`src/hdl/dotq_pkg.sv`:
```
// shared types, constants and helpers for the deadline-ordered timer queue
// used by dotq_seq, the top level and the checker
package dotq_pkg;

  localparam int QUEUE_DEPTH = 16;
  localparam int MAX_RESULTS = 16;
  localparam int TIME_W      = 48;
  localparam int DELAY_W     = 32;
  localparam int TAG_W       = 16;
  localparam int ADDR_W      = $clog2(QUEUE_DEPTH);
  localparam int CNT_W       = $clog2(QUEUE_DEPTH + 1);
  localparam int SUM_W       = $clog2(2 * QUEUE_DEPTH);
  localparam int BURST       = (MAX_RESULTS < QUEUE_DEPTH) ? MAX_RESULTS : QUEUE_DEPTH;

  typedef enum logic [1:0] {
    KIND_ACCEPTED = 2'd0,
    KIND_REJECTED = 2'd1,
    KIND_EXPIRED  = 2'd2,
    KIND_NONE     = 2'd3
  } kind_t;

  typedef struct packed {
    logic [TIME_W-1:0] deadline;
    logic [TAG_W-1:0]  tag;
  } entry_t;

  localparam int ENTRY_W = $bits(entry_t);

  typedef struct packed {
    logic              rd_en;
    logic [ADDR_W-1:0] rd_addr;
    logic              wr_en;
    logic [ADDR_W-1:0] wr_addr;
    entry_t            wr_data;
  } ram_cmd_t;

  typedef struct packed {
    logic              valid;
    kind_t             kind;
    logic [TAG_W-1:0]  tag;
    logic [TIME_W-1:0] deadline;
    logic              last;
  } result_t;

  // ring position: head plus offset, folded back into the storage range
  function automatic logic [ADDR_W-1:0] wrap(input logic [ADDR_W-1:0] head,
                                             input logic [CNT_W-1:0]  off);
    logic [SUM_W-1:0] s;
    s = SUM_W'(head) + SUM_W'(off);
    if (s >= SUM_W'(QUEUE_DEPTH)) begin
      s = s - SUM_W'(QUEUE_DEPTH);
    end
    return s[ADDR_W-1:0];
  endfunction

endpackage

```
`src/hdl/dotq_ram.sv`:
```
// generic single-write, single-read ram with registered read data
// no dependencies
module dotq_ram #(
  parameter int WIDTH = 8,
  parameter int DEPTH = 16
) (
  input  logic                              clk,
  input  logic                              wr_en,
  input  logic [((DEPTH > 1) ? $clog2(DEPTH) : 1)-1:0] wr_addr,
  input  logic [WIDTH-1:0]                  wr_data,
  input  logic                              rd_en,
  input  logic [((DEPTH > 1) ? $clog2(DEPTH) : 1)-1:0] rd_addr,
  output logic [WIDTH-1:0]                  rd_data
);

  logic [WIDTH-1:0] mem [DEPTH];

  always_ff @(posedge clk) begin
    if (wr_en) begin
      mem[wr_addr] <= wr_data;
    end
    if (rd_en) begin
      rd_data <= mem[rd_addr];
    end
  end

endmodule

```
`src/hdl/dotq_seq.sv`:
```
// sequencer for the timer queue: deadline adder, shared deadline comparator,
// ring pointers and the insert / drain loops; uses dotq_pkg
module dotq_seq
  import dotq_pkg::*;
(
  input  logic               clk,
  input  logic               rst,
  input  logic               in_valid,
  output logic               in_stall,
  input  logic               action,
  input  logic [TIME_W-1:0]  current_time,
  input  logic [DELAY_W-1:0] delay,
  input  logic [TAG_W-1:0]   tag,
  input  logic               out_free,
  input  entry_t             rd_entry,
  output ram_cmd_t           ram,
  output result_t            res
);

  typedef enum logic [6:0] {
    S_IDLE     = 7'b0000001,
    S_ADD      = 7'b0000010,
    S_INS_RD   = 7'b0000100,
    S_INS_CMP  = 7'b0001000,
    S_POLL_RD  = 7'b0010000,
    S_POLL_CMP = 7'b0100000,
    S_FIN      = 7'b1000000
  } state_t;

  state_t             state, state_next;
  logic [TIME_W-1:0]  key, key_next;
  logic [DELAY_W-1:0] delay_r, delay_r_next;
  logic [TAG_W-1:0]   new_tag, new_tag_next;
  logic [CNT_W-1:0]   off, off_next;
  logic [CNT_W-1:0]   count, count_next;
  logic [ADDR_W-1:0]  head, head_next;
  logic               pend_valid, pend_valid_next;
  entry_t             pend, pend_next;
  kind_t              fin_kind, fin_kind_next;
  logic               greater;
  logic [TIME_W:0]    sum;

  assign in_stall = (state != S_IDLE);
  assign greater  = (rd_entry.deadline > key);
  assign sum      = {1'b0, key} + (TIME_W + 1)'(delay_r);

  always_comb begin
    state_next      = state;
    key_next        = key;
    delay_r_next    = delay_r;
    new_tag_next    = new_tag;
    off_next        = off;
    count_next      = count;
    head_next       = head;
    pend_valid_next = pend_valid;
    pend_next       = pend;
    fin_kind_next   = fin_kind;
    ram             = '0;
    res             = '0;
    unique case (state)
      S_IDLE: begin
        if (in_valid) begin
          key_next        = current_time;
          delay_r_next    = delay;
          new_tag_next    = tag;
          off_next        = '0;
          pend_valid_next = 1'b0;
          if (action) begin
            fin_kind_next = KIND_NONE;
            state_next    = S_POLL_RD;
          end else begin
            fin_kind_next = KIND_ACCEPTED;
            state_next    = S_ADD;
          end
        end
      end
      S_ADD: begin
        key_next = sum[TIME_W] ? '1 : sum[TIME_W-1:0];
        if (count == CNT_W'(QUEUE_DEPTH)) begin
          fin_kind_next = KIND_REJECTED;
          state_next    = S_FIN;
        end else begin
          off_next   = count;
          state_next = S_INS_RD;
        end
      end
      S_INS_RD: begin
        if (off == '0) begin
          ram.wr_en   = 1'b1;
          ram.wr_addr = wrap(head, '0);
          ram.wr_data = '{deadline: key, tag: new_tag};
          state_next  = S_FIN;
        end else begin
          ram.rd_en   = 1'b1;
          ram.rd_addr = wrap(head, off - CNT_W'(1));
          state_next  = S_INS_CMP;
        end
      end
      S_INS_CMP: begin
        ram.wr_en   = 1'b1;
        ram.wr_addr = wrap(head, off);
        if (greater) begin
          ram.wr_data = rd_entry;
          off_next    = off - CNT_W'(1);
          state_next  = S_INS_RD;
        end else begin
          ram.wr_data = '{deadline: key, tag: new_tag};
          state_next  = S_FIN;
        end
      end
      S_POLL_RD: begin
        if (off == count || off == CNT_W'(BURST)) begin
          state_next = S_FIN;
        end else begin
          ram.rd_en   = 1'b1;
          ram.rd_addr = wrap(head, off);
          state_next  = S_POLL_CMP;
        end
      end
      S_POLL_CMP: begin
        if (greater) begin
          state_next = S_FIN;
        end else if (!pend_valid || out_free) begin
          // earlier due entry goes out now, this one is held as lookahead
          if (pend_valid) begin
            res = '{valid: 1'b1, kind: KIND_EXPIRED, tag: pend.tag,
                    deadline: pend.deadline, last: 1'b0};
          end
          pend_next       = rd_entry;
          pend_valid_next = 1'b1;
          fin_kind_next   = KIND_EXPIRED;
          off_next        = off + CNT_W'(1);
          state_next      = S_POLL_RD;
        end
      end
      S_FIN: begin
        if (out_free) begin
          res.valid = 1'b1;
          res.kind  = fin_kind;
          res.last  = 1'b1;
          case (fin_kind)
            KIND_ACCEPTED: begin
              count_next = count + CNT_W'(1);
            end
            KIND_EXPIRED: begin
              res.tag      = pend.tag;
              res.deadline = pend.deadline;
              count_next   = count - off;
              head_next    = wrap(head, off);
            end
            default: begin
            end
          endcase
          state_next = S_IDLE;
        end
      end
      default: begin
        state_next = S_IDLE;
      end
    endcase
  end

  always_ff @(posedge clk) begin
    if (rst) begin
      state      <= S_IDLE;
      count      <= '0;
      head       <= '0;
      pend_valid <= 1'b0;
    end else begin
      state      <= state_next;
      count      <= count_next;
      head       <= head_next;
      pend_valid <= pend_valid_next;
    end
  end

  always_ff @(posedge clk) begin
    key      <= key_next;
    delay_r  <= delay_r_next;
    new_tag  <= new_tag_next;
    off      <= off_next;
    pend     <= pend_next;
    fin_kind <= fin_kind_next;
  end

endmodule

```
`src/hdl/deadline_ordered_timer_queue.sv`:
```
// top level of the deadline-ordered timer queue: sequencer, entry ram, result register
// depends on dotq_pkg, dotq_seq and dotq_ram
//
// Timers sit in a ring buffer in one ram, kept sorted by deadline, and a single
// sequencer works one transaction at a time with in_stall high meanwhile. A schedule
// adds the delay to current_time, is rejected when the queue is full, and else moves
// each queued entry with a later deadline up one place before it writes the new one.
// A poll stops at the first later deadline, at the end of the queue or at the cap of
// MAX_RESULTS entries, and each entry examined needs a ram read and a pass through
// the one shared deadline comparator. The result register lets the sequencer run on
// while one result waits; out_stall only slows it when a second result is ready
// before the first is taken, and in_stall then stays high while it waits.
module deadline_ordered_timer_queue
  import dotq_pkg::*;
(
  input  logic               clk,
  input  logic               rst,
  input  logic               in_valid,
  output logic               in_stall,
  input  logic               action,
  input  logic [TIME_W-1:0]  current_time,
  input  logic [DELAY_W-1:0] delay,
  input  logic [TAG_W-1:0]   tag,
  output logic               out_valid,
  input  logic               out_stall,
  output logic [1:0]         kind,
  output logic [TAG_W-1:0]   expired_tag,
  output logic [TIME_W-1:0]  expired_deadline,
  output logic               last
);

  ram_cmd_t           ram;
  result_t            res;
  logic [ENTRY_W-1:0] rd_word;
  entry_t             rd_entry;
  logic               out_free;

  assign rd_entry = entry_t'(rd_word);
  assign out_free = !out_valid || !out_stall;

  dotq_seq u_seq (
    .clk          (clk),
    .rst          (rst),
    .in_valid     (in_valid),
    .in_stall     (in_stall),
    .action       (action),
    .current_time (current_time),
    .delay        (delay),
    .tag          (tag),
    .out_free     (out_free),
    .rd_entry     (rd_entry),
    .ram          (ram),
    .res          (res)
  );

  dotq_ram #(
    .WIDTH (ENTRY_W),
    .DEPTH (QUEUE_DEPTH)
  ) u_ram (
    .clk     (clk),
    .wr_en   (ram.wr_en),
    .wr_addr (ram.wr_addr),
    .wr_data (ram.wr_data),
    .rd_en   (ram.rd_en),
    .rd_addr (ram.rd_addr),
    .rd_data (rd_word)
  );

  always_ff @(posedge clk) begin
    if (rst) begin
      out_valid <= 1'b0;
    end else if (res.valid) begin
      out_valid <= 1'b1;
    end else if (!out_stall) begin
      out_valid <= 1'b0;
    end
  end

  always_ff @(posedge clk) begin
    if (res.valid) begin
      kind             <= res.kind;
      expired_tag      <= res.tag;
      expired_deadline <= res.deadline;
      last             <= res.last;
    end
  end

endmodule

```
`config.mk`:
```
export PLATFORM = sky130hd
export DESIGN_NAME = deadline_ordered_timer_queue
export DESIGN_NICKNAME = d
export VERILOG_FILES = /design/src/hdl/dotq_pkg.sv /design/src/hdl/dotq_ram.sv /design/src/hdl/dotq_seq.sv /design/src/hdl/deadline_ordered_timer_queue.sv
export SDC_FILE = /design/constraint.sdc
export NUM_CORES = 2
export LEC_CHECK = 0
export ABC_AREA = 1
export CAP_MARGIN = 20
export CORE_ASPECT_RATIO = 0.7
export CORE_MARGIN = 1
export CORE_UTILIZATION = 23
export DETAILED_ROUTE_END_ITERATION = 16
export DONT_BUFFER_PORTS = 1
export GPL_TIMING_DRIVEN = 0
export SYNTH_ARGS = -nofsm -noshare
export SYNTH_HDL_FRONTEND = slang
export SYNTH_SLANG_ARGS = --single-unit
```
`constraint.sdc`:
```
create_clock -name clk -period 6.3 [get_ports clk]
set_clock_uncertainty 0.05 [all_clocks]
set_input_delay 0.945 -clock clk [delete_from_list [all_inputs] [get_ports clk]]
set_output_delay 0.945 -clock clk [all_outputs]
set_load 0.1 [all_outputs]
```
* Yosys cells after proc, flatten, opt, wreduce, memory -nomap -nowiden
Memory sizes are Yosys's and may differ from the RTL's. A register that Yosys moved wholly into a read port is not among the register bits. Index checks and enable logic that the tools add are counted.
Word-level totals: register bits after elaboration 252, bits in latches 0, RAM bits 1024, bits in read-only memories 0, input port bits 101, output and inout port bits 69, word-level logic and storage cells 124, memories 1
Cells by class: $add $sub $neg 10, $mul 0, div/mod/pow operators 0, order comparisons 4, equality and inequality tests 21, shift-type cells 0, muxes and demuxes 49, bitwise operators 1, reductions and logical operators 22
Memories:
- u_ram.mem | words 16, bits a word 64, read ports 1, clocked after memory_dff 1, wr ports 1, line dotq_ram.sv:16 | logic [WIDTH-1:0] mem [DEPTH];
Operators with widths (count):
- $mux W68 | 4
- $pmux W69 S2 | 1
- $pmux W68 S2 | 1
- $mux W64 | 2
- $mux W48 | 2
- $pmux W48 S2 | 1
- $mux W69 | 1
- $mux W7 | 8
- $add A48 B32 Y49 | 1
- $pmux W7 S7 | 1
- $gt A48 B48 Y1 | 1
- $mux W5 | 8
- $pmux W5 S2 | 2
- $pmux W5 S4 | 1
- $mux W4 | 3
- $reduce_and A3 Y1 | 4
- $sub A4 B1 Y4 const B | 3
- $add A4 B5 Y5 | 2
- $add A5 B1 Y5 const B | 2
- $eq A5 B5 Y1 const B | 2
- $ge A5 B5 Y1 const B | 2
- $mux W2 | 5
- $ne A2 B1 Y1 const B | 5
- $eq A7 B1 Y1 const B | 1
- 29 further kinds | 44

* Depth between registers and ports, before layout
depth in word-level cells 7, mapped depth 20, gate-level depth less buffers 18

* Modules after synthesis
From an unflattened synthesis, not the netlist that was laid out.
Second synthesis, totals: cell total of the unflattened synthesis 5891, area total of the unflattened synthesis 61610.3 um2
By module, submodules not included:
- dotq_ram | instances 1, cells each 4210, area each 45926.5 um2, seq. area each 32671.3 um2
- dotq_seq | instances 1, cells each 1610, area each 13633.1 um2, seq. area each 5355.1 um2
- deadline_ordered_timer_queue | instances 1, cells each 71, area each 2050.7 um2, seq. area each 2031.9 um2

* Worst setup path after synthesis
No wires, ideal clock.
kind reg-to-reg, start point register u_seq.state[3], end point register u_seq.key[0], enable pin, library setup time 0.520 ns, arrival 4.865 ns, data required time 5.730 ns, path slack 0.865 ns, stages on the path, launching flop included 6, buffers on the path 0, clock period less this slack 5.435 ns, cells stage by stage dfxtp_1 > inv_1 > nand2_1 > nor2_1 > nand2_1 > o21ai_0
On the way: cells in the longest elaborated chain, start to end 3, elaborated cells between the ends (all ways) 5, classes of those cells eq/ne: 3; reduce/logical: 2
Ends and longest elaborated chain:
- start, declared | line dotq_seq.sv:30 | state_t state, state_next;
- start signal, assigned | line dotq_seq.sv:170 | state <= state_next;
- $eq A7 B1 Y1 or $eq A7 B2 Y1 (tied branches) | line dotq_seq.sv:60 | unique case (state)
- $ne A2 B2 Y1 (no line) or $reduce_bool A2 Y1 (tied branches)
- $reduce_and A2 Y1 (no line) *
- end signal, assigned | line dotq_seq.sv:178 | key <= key_next;
- end, declared | line dotq_seq.sv:31 | logic [TIME_W-1:0] key, key_next;
Every way passes the cells marked *; elsewhere a longest branch is shown, timed or not. A chain may end at the register's enable or synchronous reset.

==> results.toml <==
[cts]
cts_root_buf = "clkbuf_16"
cts_max_level = 4
clkTransAtPathRegs_ns = 0.06
clock_latency_ns = 0.80
hold_buffers = 0
cts_setup_buffers = 0
clock-sinks = 1340
cts_buffer_depth = 3
cts_tree = "done"
cts_buffers = 132
cts_resized = 0

[global_route]
grt_overflow = 0
grt_first_pass_wirelength_um = 294000
antenna_found_initial = 26
grt_max_degree = 55
grt_pass1_vias = 40796
grtUsageTotal_pct = 15.26

[synthesis]
synth.area.top_cells = "edfxtp_1, nand2_1, nand3_1, nand3b_1, inv_1"
synth_warnings = 0
synth-xor-area-share_pct = 0.6781
syn_avg_cell_area_um2 = 10.78
synthCells = 5616
ys.flop_type = "edfxtp_1"
synth-compound-area-share_pct = 2.472
synth_fa_ha_area_share_pct = 2.075
synth.distinct_cells = 50
yosys.area.top_type = "edfxtp_1"
synth_top_family_by_area = "simple AND/OR/NAND/NOR gates"
synth-seq-cells = 1340
yosysTopAreaCellShare_pct = 65.59
synth-edff-count = 1322
synth.area.mux_share_pct = 0
synthSimpleGateAreaFrac_pct = 22.63
synthArstFlopShare_pct = 0
netlist_area_mm2 = 0.06053
yosysSeqAreaShare_pct = 66.18
syn_nets = 5815

[critical_path]
reg2reg_setup_slack_ns = 1.28
max_stage_delay_ns = 0.63
path_max_fanout = 16
crit_path_top_delay_cell = "buf_2"
worstSetupStartpointType = "flip-flop"
path_delay_family = "buffers and inverters"
cp_common_cell = "nand2_1"
worstPathArrival_ns = 5.39
worstSetupEndpointType = "flip-flop"
cp.buffers_inverters = 4
critPathKind = "reg2reg"
crit_chain = "clkbuf_1, inv_1, ha_1, a21oi_1, o21a_1, nand2_1, a21oi_1, nand3_1, nand2_1, nand2_1, nand2_1, buf_4, buf_2, nand2_1, o21ai_1"
worstPathRequired_ns = 6.67

[routing]
viasPerCell = 4.740
avgRoutedWirePerCell_um = 22.23
drt-initial-drc-count = 6478
wl_um = 210600
drc_errors = 0
num_vias = 44911
firstDrtPassIters = 6
ant_nets = 0

[sta]
finalCritPeriodShare_pct = 79.75
setup_viol = 0
finalHoldViolations = 0
maxSlewHeadroom_pct = 27.46
max_freq_mhz = 199.0
fin_crit_ns = 5.024
grt_setup_unrepaired = "no"
tightest_slew_ns = 1.081
fin_tns_setup_ns = 0
maxSlewViolCount = 0

[placement]
dp_cells = 9221
io_buffer_count = 0
dp_hpwl_um = 152200
place_area_mm2 = 0.06682
routabilityCongestion = 0.9283

[finish]
drive_above_1_share_pct = 10.66
syn_to_final_growth_pct = 17.49
utilization_pct = 27.18
fin_nets = 6065
fin_area_mm2 = 0.07111
final_cell_mix = "nand2_1, edfxtp_1, nand3_1, inv_1"
finalNonFillerCells = 9475
final_common_cell = "nand2_1"

[pwr]
p_per_area_mw_per_mm2 = 277.9
p_leak_nw = 25.54
ir_worst_vdd_v = 0.0002468

[die]
fp.coreArea_mm2 = 0.2617
die_x_um = 615.1
initial_core_util_pct = 23.13
die_height_um = 431.2
pin_count = 170
placementRows = 157
die-area_mm2 = 0.2652

[worst_hold_path]
hold_path.class = "in2reg"

[run_status]
status = "finished, final reports clean"

[flow_run]
drv_cap = 0
[kinds of logic (layout without fill, tap and decap cells)]
kind of cell	count (synthesis)	after routing
flops	1340	1340
fa+ha+maj	98	98
compound gates	279	279
simple gates	3024	3024
buf+inv	829	1182
other cells	0	8
xor+xnor	46	46
[power by group]
part | switching (mW) | leakage (nW) | internal (mW)
combinational | 1.31 | 12.9 | 0.547
clock | 3.50 | 2.06 | 4.39
sequential | 0.149 | 10.5 | 9.86
[Yosys cell counts (all sizes together), types with 2 or more instances]
cell type,count
o21bai,5
xnor2,25
nand3,950
o21a,3
nand2,1482
nand3b,258
edfxtp,1322
dfxtp,18
o22ai,4
nor2,280
o221ai,2
a211oi,8
buf,277
o21ai,121
a31oi,5
ha,94
a21o,2
nor3,18
o211ai,3
clkbuf,29
nand4,26
xor2,21
a21oi,125
nor4,4
or2,4
inv,522
fa,4
[final cells by class]
class                   count  area (um^2)
diodes                      8        20.02
clock buffers             168         3566
plain buffers             306         1648
inverters                 523         1966
multi-input cells        3447        17050
flip-flops and latches   1340        40060
well taps                3498         4377
fillers                 27093       190500
repair buffers            116         1797
clock inverters            69        630.6
[routing by layer]
layer	vias to the layer above	share of wire (%)	global-route usage (%)
met1	22065	43	22.05
li1	19782	-	-
met3	337	11	3.228
met2	2725	43	22.61
met4	2	3.0	4.865
met5	-	0.0052	0
[sequential cells by signal, summed over array words and instances, names as in the netlist, 5 cells and up]
signal,flops
u_seq.off,5
u_seq.new_tag,16
u_seq.count,5
expired_tag,16
u_ram.mem,1024
expired_deadline,48
u_seq.pend,64
u_seq.delay_r,32
u_seq.state,7
u_ram.rd_data,64
u_seq.key,48
[path summary, 6_finish.rpt]
| check | startpoint | endpoint | depth (start not counted) |
|---|---|---|---|
| setup reg to reg | u_seq.key[39] | u_ram.mem[6][8] | 15 |
| hold / removal | delay[26] | u_seq.delay_r[26] | 0 |
| setup / recovery | u_seq.key[39] | u_ram.mem[6][8] | 15 |
| hold reg to reg | u_ram.rd_data[3] | u_seq.pend[3] | 0 |
[worst reg2reg max path, cell delays in order, from the launching register on]
cell	delay, ns
edfxtp_1	0.33
clkbuf_1	0.35
inv_1	0.18
ha_1	0.32
a21oi_1	0.17
o21a_1	0.13
nand2_1	0.08
a21oi_1	0.40
nand3_1	0.39
nand2_1	0.32
nand2_1	0.13
nand2_1	0.11
buf_4	0.31
buf_2	0.65
nand2_1	0.13
o21ai_1	0.60
[stage by stage]
stage	setup WS (ns)	hold WS, ns	total power [mW]
2_1_floorplan	0.8648	0.3764	11.31
3_3_place_gp	-2.923	0.3838	11.97
3_5_place_dp	1.416	0.3847	12.00
4_1_cts	1.382	0.1607	19.78
5_1_grt	1.099	0.2016	20.29
6_report	1.276	0.2151	19.76
Power figures use the tool's default switching activity.
